--- config.mk ---
export PLATFORM = sky130hd
export DESIGN_NAME = annexb_parameter_set_extractor_core_flat
export DESIGN_NICKNAME = d
export VERILOG_FILES = /design/src/rtl/core/apse_pkg.sv /design/src/rtl/core/apse_in_if.sv /design/src/rtl/core/apse_out_if.sv /design/src/rtl/core/apse_ram.sv /design/src/rtl/core/annexb_parameter_set_extractor_core.sv /design/src/flat_wrapper.sv
export VERILOG_INCLUDE_DIRS = /design/src /design/src/rtl/core
export SDC_FILE = /design/constraint.sdc
export NUM_CORES = 1
export LEC_CHECK = 0
export BUFFER_PORTS_ARGS = -buffer_cell sky130_fd_sc_hd__buf_4
export CORE_MARGIN = 2
export CORE_UTILIZATION = 46
export DETAILED_ROUTE_END_ITERATION = 12
export PLACE_DENSITY = 0.65
export SYNTH_ARGS = -nofsm -noshare
export SYNTH_HDL_FRONTEND = slang
export SYNTH_SLANG_ARGS = --single-unit
--- constraint.sdc ---
create_clock -name clk -period 3.1 [get_ports clk]
set_input_delay 0.62 -clock clk [delete_from_list [all_inputs] [get_ports clk]]
set_output_delay 0.62 -clock clk [all_outputs]
set_load 0.01 [all_outputs]
--- src/rtl/core/assert_macros.svh ---
// assertion macros included by the extractor core
`ifndef ASSERT_MACROS_SVH
`define ASSERT_MACROS_SVH

// property checked on every rising clock edge outside reset
`define ASSERT_ALWAYS(label, prop, msg) \
    label: assert property (@(posedge clk) disable iff (!rst_n) (prop)) else $error(msg);

// implication checked on every rising clock edge outside reset
`define ASSERT_IMPLY(label, cond, prop, msg) \
    label: assert property (@(posedge clk) disable iff (!rst_n) (cond) |-> (prop)) \
        else $error(msg);

`endif

--- src/rtl/core/apse_pkg.sv ---
// types and constants of the annex b parameter set extractor
package apse_pkg;

    localparam int ACTION_W = 2;
    localparam int BYTE_W   = 8;
    localparam int INDEX_W  = 6;
    localparam int TYPE_W   = 5;
    localparam int LEN_W    = 7;
    localparam int RUN_W    = 8;
    localparam int WIDE_W   = 9;

    localparam logic [BYTE_W-1:0] NAL_TYPE_MASK = 8'h1f;
    localparam logic [RUN_W-1:0]  RUN_MAX       = 8'hff;

    localparam logic [TYPE_W-1:0] NAL_IDR = 5'd5;
    localparam logic [TYPE_W-1:0] NAL_SPS = 5'd7;
    localparam logic [TYPE_W-1:0] NAL_PPS = 5'd8;

    typedef enum logic [ACTION_W-1:0] {
        ACT_STREAM   = 2'd0,
        ACT_READ_SPS = 2'd1,
        ACT_READ_PPS = 2'd2
    } action_t;

    typedef enum logic [3:0] {
        ST_IDLE  = 4'b0001,
        ST_ZERO1 = 4'b0010,
        ST_ZERO2 = 4'b0100,
        ST_HIT   = 4'b1000
    } scan_state_t;

    typedef struct packed {
        logic              idr_seen;
        logic              sets_ready;
        logic [TYPE_W-1:0] unit_type;
        logic [LEN_W-1:0]  sps_length;
        logic [LEN_W-1:0]  pps_length;
    } result_t;

    typedef struct packed {
        logic sps;
        logic pps;
    } read_sel_t;

endpackage

--- src/rtl/core/apse_in_if.sv ---
// request channel carrying stream bytes and store reads
interface apse_in_if;
    import apse_pkg::*;

    logic                valid;
    logic                ready;
    logic [ACTION_W-1:0] action;
    logic [BYTE_W-1:0]   data_byte;
    logic [INDEX_W-1:0]  read_index;

    modport source (output valid, action, data_byte, read_index, input ready);
    modport sink (input valid, action, data_byte, read_index, output ready);
endinterface

--- src/rtl/core/apse_out_if.sv ---
// result channel carrying per-request status and read data
interface apse_out_if;
    import apse_pkg::*;

    logic              valid;
    logic              ready;
    logic              idr_seen;
    logic              sets_ready;
    logic [TYPE_W-1:0] unit_type;
    logic [LEN_W-1:0]  sps_length;
    logic [LEN_W-1:0]  pps_length;
    logic [BYTE_W-1:0] read_data;

    modport source (output valid, idr_seen, sets_ready, unit_type, sps_length, pps_length,
                    read_data, input ready);
    modport sink (input valid, idr_seen, sets_ready, unit_type, sps_length, pps_length,
                  read_data, output ready);
endinterface

--- src/rtl/core/apse_ram.sv ---
// generic single write port ram with registered read
module apse_ram #(
    parameter int WIDTH = 8,
    parameter int DEPTH = 64
) (
    input  logic                     clk,
    input  logic                     wr_en,
    input  logic [$clog2(DEPTH)-1:0] wr_addr,
    input  logic [WIDTH-1:0]         wr_data,
    input  logic                     rd_en,
    input  logic [$clog2(DEPTH)-1:0] rd_addr,
    output logic [WIDTH-1:0]         rd_data
);
    logic [WIDTH-1:0] mem [DEPTH];
    logic [WIDTH-1:0] rd_data_reg;

    always_ff @(posedge clk)
    begin
        if (wr_en)
        begin
            mem[wr_addr] <= wr_data;
        end
        if (rd_en)
        begin
            rd_data_reg <= mem[rd_addr];
        end
    end

    assign rd_data = rd_data_reg;
endmodule

--- src/rtl/core/annexb_parameter_set_extractor_core.sv ---
// top level of the annex b parameter set extractor
// Takes one request per clock as long as results are taken: a stream byte or a read of a
// stored SPS/PPS byte. Every request yields exactly one result, in order, through the
// s1 register and the output register; the s1 stage is the registered read of the
// SPS/PPS stores. A result register behind the store read lets one result wait while
// the next request still enters. Start codes are found by a four-state scanner, SPS and
// PPS bytes are kept up to SPS_DEPTH and PPS_DEPTH, and an IDR header reports whether
// both parameter sets are held. The stores need no clearing.
module annexb_parameter_set_extractor_core #(
    parameter int SPS_DEPTH = 64,
    parameter int PPS_DEPTH = 64
) (
    input  logic clk,
    input  logic rst_n,
    apse_in_if.sink   stream,
    apse_out_if.source result
);
    import apse_pkg::*;
    `include "assert_macros.svh"

    localparam int SPS_AW = $clog2(SPS_DEPTH);
    localparam int PPS_AW = $clog2(PPS_DEPTH);
    localparam int SPS_CW = $clog2(SPS_DEPTH + 1);
    localparam int PPS_CW = $clog2(PPS_DEPTH + 1);

    scan_state_t       state_reg, state_next;
    logic [RUN_W-1:0]  run_reg, run_next;
    logic [TYPE_W-1:0] type_reg, type_next;
    logic [SPS_CW-1:0] sps_count_reg, sps_count_next;
    logic [PPS_CW-1:0] pps_count_reg, pps_count_next;

    logic              s1_valid_reg, s1_valid_next;
    result_t           s1_res_reg, s1_res_next;
    read_sel_t         s1_sel_reg, s1_sel_next;
    logic              out_valid_reg, out_valid_next;
    result_t           out_res_reg, out_res_next;
    logic [BYTE_W-1:0] out_data_reg, out_data_next;

    logic              accept;
    logic              s1_move;
    logic              header;
    logic              idr;
    logic              sets_ready;
    logic [RUN_W-1:0]  run_inc;
    logic [WIDE_W-1:0] run_wide;
    logic [WIDE_W-1:0] sps_wide;
    logic [WIDE_W-1:0] pps_wide;
    logic [WIDE_W-1:0] index_wide;
    logic              sps_wr, pps_wr;
    read_sel_t         sel;
    logic [BYTE_W-1:0] sps_rd_data, pps_rd_data;
    logic [BYTE_W-1:0] byte_in;

    assign byte_in    = stream.data_byte;
    assign s1_move    = s1_valid_reg && (!out_valid_reg || result.ready);
    assign accept     = stream.valid && stream.ready;
    assign stream.ready = !s1_valid_reg || s1_move;

    assign run_inc    = (run_reg != RUN_MAX) ? run_reg + 8'd1 : run_reg;
    assign run_wide   = WIDE_W'(run_reg);
    assign sps_wide   = WIDE_W'(sps_count_reg);
    assign pps_wide   = WIDE_W'(pps_count_reg);
    assign index_wide = WIDE_W'(stream.read_index);

    always_comb
    begin
        state_next     = state_reg;
        run_next       = run_reg;
        type_next      = type_reg;
        sps_count_next = sps_count_reg;
        pps_count_next = pps_count_reg;
        header         = 1'b0;
        idr            = 1'b0;
        sets_ready     = 1'b0;
        sps_wr         = 1'b0;
        pps_wr         = 1'b0;
        sel            = '0;
        if (accept)
        begin
            case (action_t'(stream.action))
                ACT_STREAM:
                begin
                    case (state_reg)
                        ST_IDLE:
                        begin
                            if (byte_in == 8'h00)
                            begin
                                state_next = ST_ZERO1;
                                run_next   = 8'd1;
                            end
                            else
                            begin
                                run_next = '0;
                            end
                        end
                        ST_ZERO1:
                        begin
                            if (byte_in == 8'h00)
                            begin
                                state_next = ST_ZERO2;
                                run_next   = run_inc;
                            end
                            else
                            begin
                                state_next = ST_IDLE;
                                run_next   = '0;
                            end
                        end
                        ST_ZERO2:
                        begin
                            if (byte_in == 8'h00)
                            begin
                                run_next = run_inc;
                            end
                            else if (byte_in == 8'h01)
                            begin
                                state_next = ST_HIT;
                                run_next   = run_inc;
                            end
                            else
                            begin
                                state_next = ST_IDLE;
                                run_next   = '0;
                            end
                        end
                        ST_HIT:
                        begin
                            header     = 1'b1;
                            state_next = ST_IDLE;
                            run_next   = '0;
                        end
                        default:
                        begin
                            state_next = ST_IDLE;
                            run_next   = '0;
                        end
                    endcase

                    if (header)
                    begin
                        // trim trailing start code bytes off the finished unit
                        if (type_reg == NAL_SPS)
                        begin
                            sps_count_next = (sps_wide > run_wide) ?
                                SPS_CW'(sps_wide - run_wide) : '0;
                        end
                        else if (type_reg == NAL_PPS)
                        begin
                            pps_count_next = (pps_wide > run_wide) ?
                                PPS_CW'(pps_wide - run_wide) : '0;
                        end
                        type_next = TYPE_W'(byte_in & NAL_TYPE_MASK);
                        if (type_next == NAL_SPS)
                        begin
                            sps_count_next = '0;
                        end
                        else if (type_next == NAL_PPS)
                        begin
                            pps_count_next = '0;
                        end
                        if (type_next == NAL_IDR)
                        begin
                            idr        = 1'b1;
                            sets_ready = (sps_count_next != '0) && (pps_count_next != '0);
                            type_next  = '0;
                        end
                    end
                    else if (type_reg == NAL_SPS)
                    begin
                        if (sps_count_reg < SPS_CW'(SPS_DEPTH))
                        begin
                            sps_wr         = 1'b1;
                            sps_count_next = sps_count_reg + SPS_CW'(1);
                        end
                    end
                    else if (type_reg == NAL_PPS)
                    begin
                        if (pps_count_reg < PPS_CW'(PPS_DEPTH))
                        begin
                            pps_wr         = 1'b1;
                            pps_count_next = pps_count_reg + PPS_CW'(1);
                        end
                    end
                end
                ACT_READ_SPS:
                begin
                    sel.sps = index_wide < WIDE_W'(SPS_DEPTH);
                end
                ACT_READ_PPS:
                begin
                    sel.pps = index_wide < WIDE_W'(PPS_DEPTH);
                end
                default:
                begin
                end
            endcase
        end
    end

    apse_ram #(
        .WIDTH (BYTE_W),
        .DEPTH (SPS_DEPTH)
    ) u_sps_ram (
        .clk     (clk),
        .wr_en   (sps_wr),
        .wr_addr (sps_count_reg[SPS_AW-1:0]),
        .wr_data (byte_in),
        .rd_en   (accept),
        .rd_addr (index_wide[SPS_AW-1:0]),
        .rd_data (sps_rd_data)
    );

    apse_ram #(
        .WIDTH (BYTE_W),
        .DEPTH (PPS_DEPTH)
    ) u_pps_ram (
        .clk     (clk),
        .wr_en   (pps_wr),
        .wr_addr (pps_count_reg[PPS_AW-1:0]),
        .wr_data (byte_in),
        .rd_en   (accept),
        .rd_addr (index_wide[PPS_AW-1:0]),
        .rd_data (pps_rd_data)
    );

    always_comb
    begin
        s1_valid_next = s1_valid_reg;
        s1_res_next   = s1_res_reg;
        s1_sel_next   = s1_sel_reg;
        if (accept)
        begin
            s1_valid_next          = 1'b1;
            s1_res_next.idr_seen   = idr;
            s1_res_next.sets_ready = sets_ready;
            s1_res_next.unit_type  = type_next;
            s1_res_next.sps_length = LEN_W'(sps_count_next);
            s1_res_next.pps_length = LEN_W'(pps_count_next);
            s1_sel_next            = sel;
        end
        else if (s1_move)
        begin
            s1_valid_next = 1'b0;
        end
    end

    always_comb
    begin
        out_valid_next = out_valid_reg;
        out_res_next   = out_res_reg;
        out_data_next  = out_data_reg;
        if (s1_move)
        begin
            out_valid_next = 1'b1;
            out_res_next   = s1_res_reg;
            if (s1_sel_reg.sps)
            begin
                out_data_next = sps_rd_data;
            end
            else if (s1_sel_reg.pps)
            begin
                out_data_next = pps_rd_data;
            end
            else
            begin
                out_data_next = '0;
            end
        end
        else if (result.ready)
        begin
            out_valid_next = 1'b0;
        end
    end

    always_ff @(posedge clk or negedge rst_n)
    begin
        if (!rst_n)
        begin
            state_reg     <= ST_IDLE;
            run_reg       <= '0;
            type_reg      <= '0;
            sps_count_reg <= '0;
            pps_count_reg <= '0;
            s1_valid_reg  <= 1'b0;
            out_valid_reg <= 1'b0;
        end
        else
        begin
            state_reg     <= state_next;
            run_reg       <= run_next;
            type_reg      <= type_next;
            sps_count_reg <= sps_count_next;
            pps_count_reg <= pps_count_next;
            s1_valid_reg  <= s1_valid_next;
            out_valid_reg <= out_valid_next;
        end
    end

    always_ff @(posedge clk)
    begin
        s1_res_reg   <= s1_res_next;
        s1_sel_reg   <= s1_sel_next;
        out_res_reg  <= out_res_next;
        out_data_reg <= out_data_next;
    end

    assign result.valid      = out_valid_reg;
    assign result.idr_seen   = out_res_reg.idr_seen;
    assign result.sets_ready = out_res_reg.sets_ready;
    assign result.unit_type  = out_res_reg.unit_type;
    assign result.sps_length = out_res_reg.sps_length;
    assign result.pps_length = out_res_reg.pps_length;
    assign result.read_data  = out_data_reg;

    `ASSERT_ALWAYS(a_sps_count_bound, sps_count_reg <= SPS_CW'(SPS_DEPTH),
        "sps count beyond store depth")
    `ASSERT_ALWAYS(a_pps_count_bound, pps_count_reg <= PPS_CW'(PPS_DEPTH),
        "pps count beyond store depth")
    `ASSERT_IMPLY(a_stall_blocks_intake, s1_valid_reg && !s1_move, !stream.ready,
        "request taken while read stage is stalled")
    `ASSERT_IMPLY(a_idr_clears_type, result.valid && result.idr_seen, result.unit_type == '0,
        "unit type not cleared after idr")
    `ASSERT_IMPLY(a_ready_needs_idr, result.valid && result.sets_ready, result.idr_seen,
        "sets ready reported outside an idr header")
endmodule

--- src/flat_wrapper.sv ---
// flat-port wrapper written by rule: the top's interface ports become plain ports
module annexb_parameter_set_extractor_core_flat import apse_pkg::*;
#(
    parameter int SPS_DEPTH = 64,
    parameter int PPS_DEPTH = 64
)
  (clk, rst_n, stream_valid, stream_action, stream_data_byte, stream_read_index, stream_ready, result_valid, result_idr_seen, result_sets_ready, result_unit_type, result_sps_length, result_pps_length, result_read_data, result_ready);
  apse_in_if stream_i ();
  apse_out_if result_i ();
  input  logic clk;
  input  logic rst_n;
  input wire logic [$bits(stream_i.valid)-1:0] stream_valid;
  input wire logic [$bits(stream_i.action)-1:0] stream_action;
  input wire logic [$bits(stream_i.data_byte)-1:0] stream_data_byte;
  input wire logic [$bits(stream_i.read_index)-1:0] stream_read_index;
  output wire logic [$bits(stream_i.ready)-1:0] stream_ready;
  output wire logic [$bits(result_i.valid)-1:0] result_valid;
  output wire logic [$bits(result_i.idr_seen)-1:0] result_idr_seen;
  output wire logic [$bits(result_i.sets_ready)-1:0] result_sets_ready;
  output wire logic [$bits(result_i.unit_type)-1:0] result_unit_type;
  output wire logic [$bits(result_i.sps_length)-1:0] result_sps_length;
  output wire logic [$bits(result_i.pps_length)-1:0] result_pps_length;
  output wire logic [$bits(result_i.read_data)-1:0] result_read_data;
  input wire logic [$bits(result_i.ready)-1:0] result_ready;
  assign stream_i.valid = stream_valid;
  assign stream_i.action = stream_action;
  assign stream_i.data_byte = stream_data_byte;
  assign stream_i.read_index = stream_read_index;
  assign stream_ready = stream_i.ready;
  assign result_valid = result_i.valid;
  assign result_idr_seen = result_i.idr_seen;
  assign result_sets_ready = result_i.sets_ready;
  assign result_unit_type = result_i.unit_type;
  assign result_sps_length = result_i.sps_length;
  assign result_pps_length = result_i.pps_length;
  assign result_read_data = result_i.read_data;
  assign result_i.ready = result_ready;
  annexb_parameter_set_extractor_core #(.SPS_DEPTH(SPS_DEPTH), .PPS_DEPTH(PPS_DEPTH)) u_core (.clk(clk), .rst_n(rst_n), .stream(stream_i), .result(result_i));
endmodule
Yosys cells after proc, flatten, opt, wreduce, memory -nomap -nowiden
Memories as Yosys holds them, arrays and structs flattened. A register that Yosys moved wholly into a read port is not among the register bits.
Index checks and enable logic that the tools add are counted.
Widths: inputs -> output; s select.
{"block": "totals", "ff_bits": 85, "mem_bits_rw": 1024, "in_bits": 20, "output_inout_bits": 31, "wordCells": 129, "n_memories": 2}
{"memory": "u_core.u_pps_ram.mem", "words": 64, "word_bits": 8, "rd": 1, "rd_clocked_by_memory_dff": 1, "wr": 1, "line_no": "apse_ram.sv:14", "source": "logic [WIDTH-1:0] mem [DEPTH];"}
{"memory": "u_core.u_sps_ram.mem", "words": 64, "word_bits": 8, "rd": 1, "rd_clocked_by_memory_dff": 1, "wr": 1, "line_no": "apse_ram.sv:14"}
{"block": "classes", "n_addsub": 5, "order_cmp": 5, "n_eq_ne": 15, "mux": 65, "n_reduce_logical": 17}
{"op": "$mux 7", "n": 25}
{"op": "$mux 8", "n": 6}
{"op": "$mux 1", "n": 24}
{"op": "$pmux 8 s3", "n": 1}
{"op": "$mux 5", "n": 4}
{"op": "$gt 7x8->1", "n": 2}
{"op": "$eq 5x3->1 const B", "n": 3}
{"op": "$add 7x1->7 const B", "n": 2}
{"op": "$lt 7x7->1 const B", "n": 2}
{"op": "$reduce_bool 7->1", "n": 2}
{"op": "$sub 7x7->7", "n": 2}
{"op": "$mux 4", "n": 3}
{"op": "$pmux 4 s3", "n": 1}
{"op": "$eq 5x4->1 const B", "n": 2}
{"op": "$add 8x1->8 const B", "n": 1}
{"op": "$eq 8x1->1 const B", "n": 1}
{"op": "$logic_not 8->1", "n": 1}
{"op": "$ne 8x8->1 const B", "n": 1}
{"op": "$lt 6x7->1 const B", "n": 1}
{"op": "$eq 4x1->1 const B", "n": 1}
{"op": "$eq 4x2->1 const B", "n": 1}
{"op": "$eq 4x3->1 const B", "n": 1}
{"op": "$eq 4x4->1 const B", "n": 1}
{"op": "$reduce_and 2->1", "n": 2}
{"op": "other kinds (12)", "n": 17}

Logic depth before layout (Yosys ltp)
{"block": "logic_depth", "depth_word": 12, "mapped_depth": 10}

Modules after synthesis
Synthesis repeated with hierarchy kept, for this count alone.
{"block": "hier_totals", "hier_cells": 2287, "hier_area_um2": 44908.1}
{"mod": "apse_ram", "instances": 2, "cells_each": 940, "area_each_um2": 20246.9}
{"mod": "annexb_parameter_set_extractor_core", "instances": 1, "cells_each": 407, "area_each_um2": 4414.2}

Worst setup path before layout
Ideal clock, no wire load.
{"block": "synth_timing", "kind": "flip-flop to flip-flop", "from": "register u_core.state_reg[0]", "to": "memory u_core.u_pps_ram.mem[54][0], enable pin", "arrival_time_ns": 2.311, "setup_slack_ns": 0.419, "stages_incl_launch_ff": 9, "path_buffers": 3, "period_less_slack_ns": 2.681, "path_cell_list": "dfstp_2 > buf_2 > or4b_1 > buf_2 > nand4_1 > buf_2 > nor4_1 > nand3_1 > nor2_1"}
{"block": "synth_via", "elab_chain_len": 9}
{"element": "start: declaration", "line_no": "annexb_parameter_set_extractor_core.sv:26", "source": "scan_state_t state_reg, state_next;"}
{"element": "start signal: assignment", "line_no": "annexb_parameter_set_extractor_core.sv:289", "source": "state_reg <= state_next;"}
{"element": "$eq 4x4->1", "line_no": "annexb_parameter_set_extractor_core.sv:83", "source": "case (state_reg)"}
{"element": "$mux 1", "line_no": "annexb_parameter_set_extractor_core.sv:83"}
{"element": "$mux 1", "line_no": "annexb_parameter_set_extractor_core.sv:80", "source": "case (action_t'(stream.action))"}
{"element": "$mux 1", "line_no": "annexb_parameter_set_extractor_core.sv:78", "source": "if (accept)"}
{"element": "$mux 1", "line_no": "annexb_parameter_set_extractor_core.sv:139", "source": "if (header)"}
{"element": "$mux 1", "line_no": "annexb_parameter_set_extractor_core.sv:80"}
{"element": "$mux 1", "line_no": "annexb_parameter_set_extractor_core.sv:78"}
{"element": "$mux 1", "line_no": "apse_ram.sv:19", "source": "if (wr_en)"}
{"element": "$mux 1 (implied by the code)", "line_no": "apse_ram.sv:21", "source": "mem[wr_addr] <= wr_data;"}
{"element": "end: declaration", "line_no": "apse_ram.sv:14"}
Every way passes these cells. The select of a mux whose other input is x is not followed.

Worst setup path in the final report
{"block": "layout_timing", "from": "register u_core.sps_count_reg[0]", "to": "register u_core.s1_res_reg[19] (netlist name), data pin"}
{"block": "layout_via", "elab_chain_len": 9, "elab_cells_between_ends": 10, "classes_between": "1 x add/sub; 1 x order compare; 6 x mux; 2 x reduce/logical"}
{"element": "start: declaration", "line_no": "annexb_parameter_set_extractor_core.sv:29", "source": "logic [SPS_CW-1:0] sps_count_reg, sps_count_next;"}
{"element": "start signal: assignment", "line_no": "annexb_parameter_set_extractor_core.sv:292", "source": "sps_count_reg <= sps_count_next;"}
{"element": "$sub 7x7->7 / $gt 7x8->1 (equally long branches)", "line_no": "annexb_parameter_set_extractor_core.sv:145, annexb_parameter_set_extractor_core.sv:144"}
{"element": "$mux 7", "line_no": "annexb_parameter_set_extractor_core.sv:144", "source": "sps_count_next = (sps_wide > run_wide) ?"}
{"element": "$mux 7 *", "line_no": "annexb_parameter_set_extractor_core.sv:142", "source": "if (type_reg == NAL_SPS)"}
{"element": "$mux 7 *", "line_no": "annexb_parameter_set_extractor_core.sv:153", "source": "if (type_next == NAL_SPS)"}
{"element": "$mux 7 *", "line_no": "annexb_parameter_set_extractor_core.sv:139"}
{"element": "$mux 7 *", "line_no": "annexb_parameter_set_extractor_core.sv:80"}
{"element": "$mux 7 *", "line_no": "annexb_parameter_set_extractor_core.sv:78"}
{"element": "$reduce_bool 7->1 *", "line_no": "annexb_parameter_set_extractor_core.sv:164", "source": "sets_ready = (sps_count_next != '0) && (pps_count_next != '0);"}
{"element": "$logic_and 1x1->1 *", "line_no": "annexb_parameter_set_extractor_core.sv:164"}
{"element": "end signal: assignment", "line_no": "annexb_parameter_set_extractor_core.sv:301", "source": "s1_res_reg <= s1_res_next;"}
{"element": "end: declaration", "line_no": "annexb_parameter_set_extractor_core.sv:33", "source": "result_t s1_res_reg, s1_res_next;"}
Every way passes the cells marked *; elsewhere a longest branch is shown, timed or not. The select of a mux whose other input is x is not followed.
A chain may end at the register's enable or synchronous reset.

==> impl_metrics.ini <==
[sta]
max_freq_mhz = 336
setup_viol = 0
drv_slew = 0
hold_viol_final = 0
worstMarginPinSlew_ps = 1160
worst_slew_margin_rel = 0.225
clock_skew_ps = 38.7
period_share = 0.959
grt_setup_unrepaired = no
fin_ws_ps = 127
fin_crit_ps = 2970

[critical_path]
critPathMaxStageDelay_ps = 450
slowest_stage = dfrtp_1
critPathLaunch = u_core.sps_count_reg[0]
arrival_ps = 3400
path_common_cell = inv_1
timing.rr.end = u_core.s1_res_reg[19]
crit_family = compound AO/OA/AOI/OAI gates
r2r-start = u_core.sps_count_reg[0]
reg2reg_depth = 10
crit_path_cell_trace = inv_1, ha_1, inv_1, fa_1, a211oi_1, o21ai_0, a21oi_1, xor2_1, a41oi_1, o221a_2
path_class = flip-flop to flip-flop
cp-start-kind = flip-flop
path_buf_inv = 2
cp.required_ps = 3520
endpoint_kind = flip-flop
cp_max_fo = 7
regToRegSetupSlack_ps = 130

[finish]
drive_above_1_share = 0.306
finalInstanceArea_um2 = 51400
fin_util = 0.540
diodes = 0
syn_to_final_growth_pct = 15.9
finalNetCount = 2381

[routing]
first_pass_iters = 6
wire_per_inst_um = 28.0
vias_per_cell = 5.95
ant_nets = 0
drc = 0
vias = 22000
routed_wl_mm = 104
drtIter0Drc = 2816

[clock_network]
cts_buffer_depth = 3
root_buffer = clkbuf_16
cts_resized = 0
clk_latency_ps = 700
htreeDepth = 3
cts_tree = built
clkTransAtPathRegs_ps = 70
numCtsBuffers = 108
clock_sinks = 1125

[yosys]
async_flop_share = 0.0293
synth.yosys.seq_area_share = 0.758
synth_cells = 2091
ys_ff_latch = 1125
synthFlopType = edfxtp_1
yosys-top-cells-count = 1092 x edfxtp_1, 320 x mux4_2, 165 x nor2_1
yosysMostFrequentCell = edfxtp_1
synth.area.top_cells = edfxtp_1 74%, mux4_2 16%, dfrtp_1 1.8%
syn_area_per_cell_um2 = 21.2
synth-edff-count = 1092
netlist_area_um2 = 44400
yosysTopAreaCellShare = 0.739
synth_area_leader_cell = edfxtp_1
syn_nets = 2130
yosys_warnings = 0
ys_types = 66

[grt]
grt_pass1_vias = 22600
grt_pass1_wl_mm = 153
grt_overflow = 0
grt_max_degree = 127
antenna_found_initial = 1
grt_usage = 0.213

[pwr]
p_leak_nw = 16.6
ir_drop_mv = 0.418
intPower_w = 0.0255
powerDensity_nw_per_um2 = 624
power_frac_clock = 0.426
p_seq_frac = 0.525
pwr-share-comb = 0.050
swShare = 0.206
net-switching-power_w = 0.00661

[floorplanning]
coreArea_um2 = 95300
die_area_um2 = 98900
rows = 113
die_x_um = 315
start_util = 0.466
dieHeight_um = 315
io_pins = 51

[placement]
place_ws_ps = -55.4
portBuffers = 50
hpwl_mm = 65.8
gp_congestion = 0.882
dpl-instance-area_um2 = 47700

[status]
status = finished clean

[job]
max-cap-violations = 0

[hold_path]
holdPathStages = 2
hold_start = stream_valid
hp-class = primary input to flip-flop
whs_endpoint = u_core.s1_valid_reg
-- stage by stage --
stage / power, W / TNS, ps / instances / hold WS, ps
floorplan: 0.0180 / 0 / 2091 / 324
global placement: 0.0187 / -145 / 3496 / 410
detailed placement: 0.0188 / -138 / 3496 / 405
CTS: 0.0324 / 0 / 3699 / 171
global route: 0.0330 / 0 / 3699 / 209
finish: 0.0321 / 0 / 3699 / 202
-- kinds of logic (layout without fill, tap and decap cells) --
| family | after synthesis | after routing | synth area share |
|---|---|---|---|
| flip-flops | 1125 | 1125 | 0.758 |
| AND/OR/NAND/NOR | 344 | 344 | 0.0361 |
| multiplexers | 322 | 322 | 0.163 |
| AO/OA/AOI/OAI | 145 | 145 | 0.0228 |
| buffers and inverters | 128 | 471 | 0.0131 |
| adder cells (fa/ha/maj) | 19 | 19 | 0.00570 |
| XOR/XNOR | 8 | 8 | 0.00158 |
-- final cells by class --
cell class	count	area, µm²
flip-flops and latches	1125	33600
fillers	7204	43900
well taps	1265	1580
clock inverters	71	847
repair buffers	248	2290
multi-input cells	838	10200
inverters	21	78.8
clock buffers	131	2850
-- cell usage in the layout, fill, tap and decap left out, types with 19 or more instances in the layout --
| cell | count |
|---|---|
| clkbuf_1 | 19 |
| a22oi_1 | 32 |
| mux4_2 | 320 |
| clkbuf_16 | 110 |
| buf_4 | 212 |
| clkinv_2 | 22 |
| a21oi_1 | 23 |
| nor2_1 | 165 |
| nand2_1 | 64 |
| dfrtp_1 | 32 |
| buf_12 | 33 |
| inv_1 | 21 |
| o21ai_0 | 30 |
| edfxtp_1 | 1092 |
-- worst reg2reg max path: stages, from the launching register on --
cell	delay, ps
dfrtp_1	450
inv_1	120
ha_1	190
inv_1	60
fa_1	410
a211oi_1	300
o21ai_0	160
a21oi_1	200
xor2_1	240
a41oi_1	250
o221a_2	310
-- power groups by stage --
stage	Clock, W	Combinational, W	Sequential (W)
3_5_place_dp	0	0.00161	0.0172
2_1_floorplan	0	0.000840	0.0171
3_3_place_gp	0	0.00157	0.0172
5_1_grt	0.0145	0.00170	0.0168
6_report	0.0137	0.00160	0.0168
4_1_cts	0.0139	0.00162	0.0168
-- routing by layer --
layer | vias to the layer above | routed length, µm | global-route usage
met2 | 973 | 48800 | 0.326
met3 | 174 | 9070 | 0.0553
met5 | - | 12 | 0
met1 | 11600 | 43000 | 0.303
met4 | 2 | 2770 | 0.0655
li1 | 9258 | - | -
-- what timing repair did --
action,in CTS,in global routing
hold buffers,1,0
setup buffers,0,0
hold endpoints to repair,32,0
endpoints found under the setup margin,0,0
-- worst max path at each step --
| stage | depth (start not counted) | end | slack (ps) |
|---|---|---|---|
| after CTS | 10 | u_core.s1_res_reg[19] | 160 |
| after detailed placement | 7 | u_core.u_pps_ram.rd_data[5] | -60 |
| after floorplan | 8 | u_core.u_pps_ram.mem[54][0] | 420 |
| after global placement | 7 | u_core.u_pps_ram.rd_data[5] | -80 |
| final | 10 | u_core.s1_res_reg[19] | 130 |
| after global routing | 7 | u_core.u_sps_ram.mem[7][2] | 9 |
Note: power is estimated with default switching activity, not from simulation.
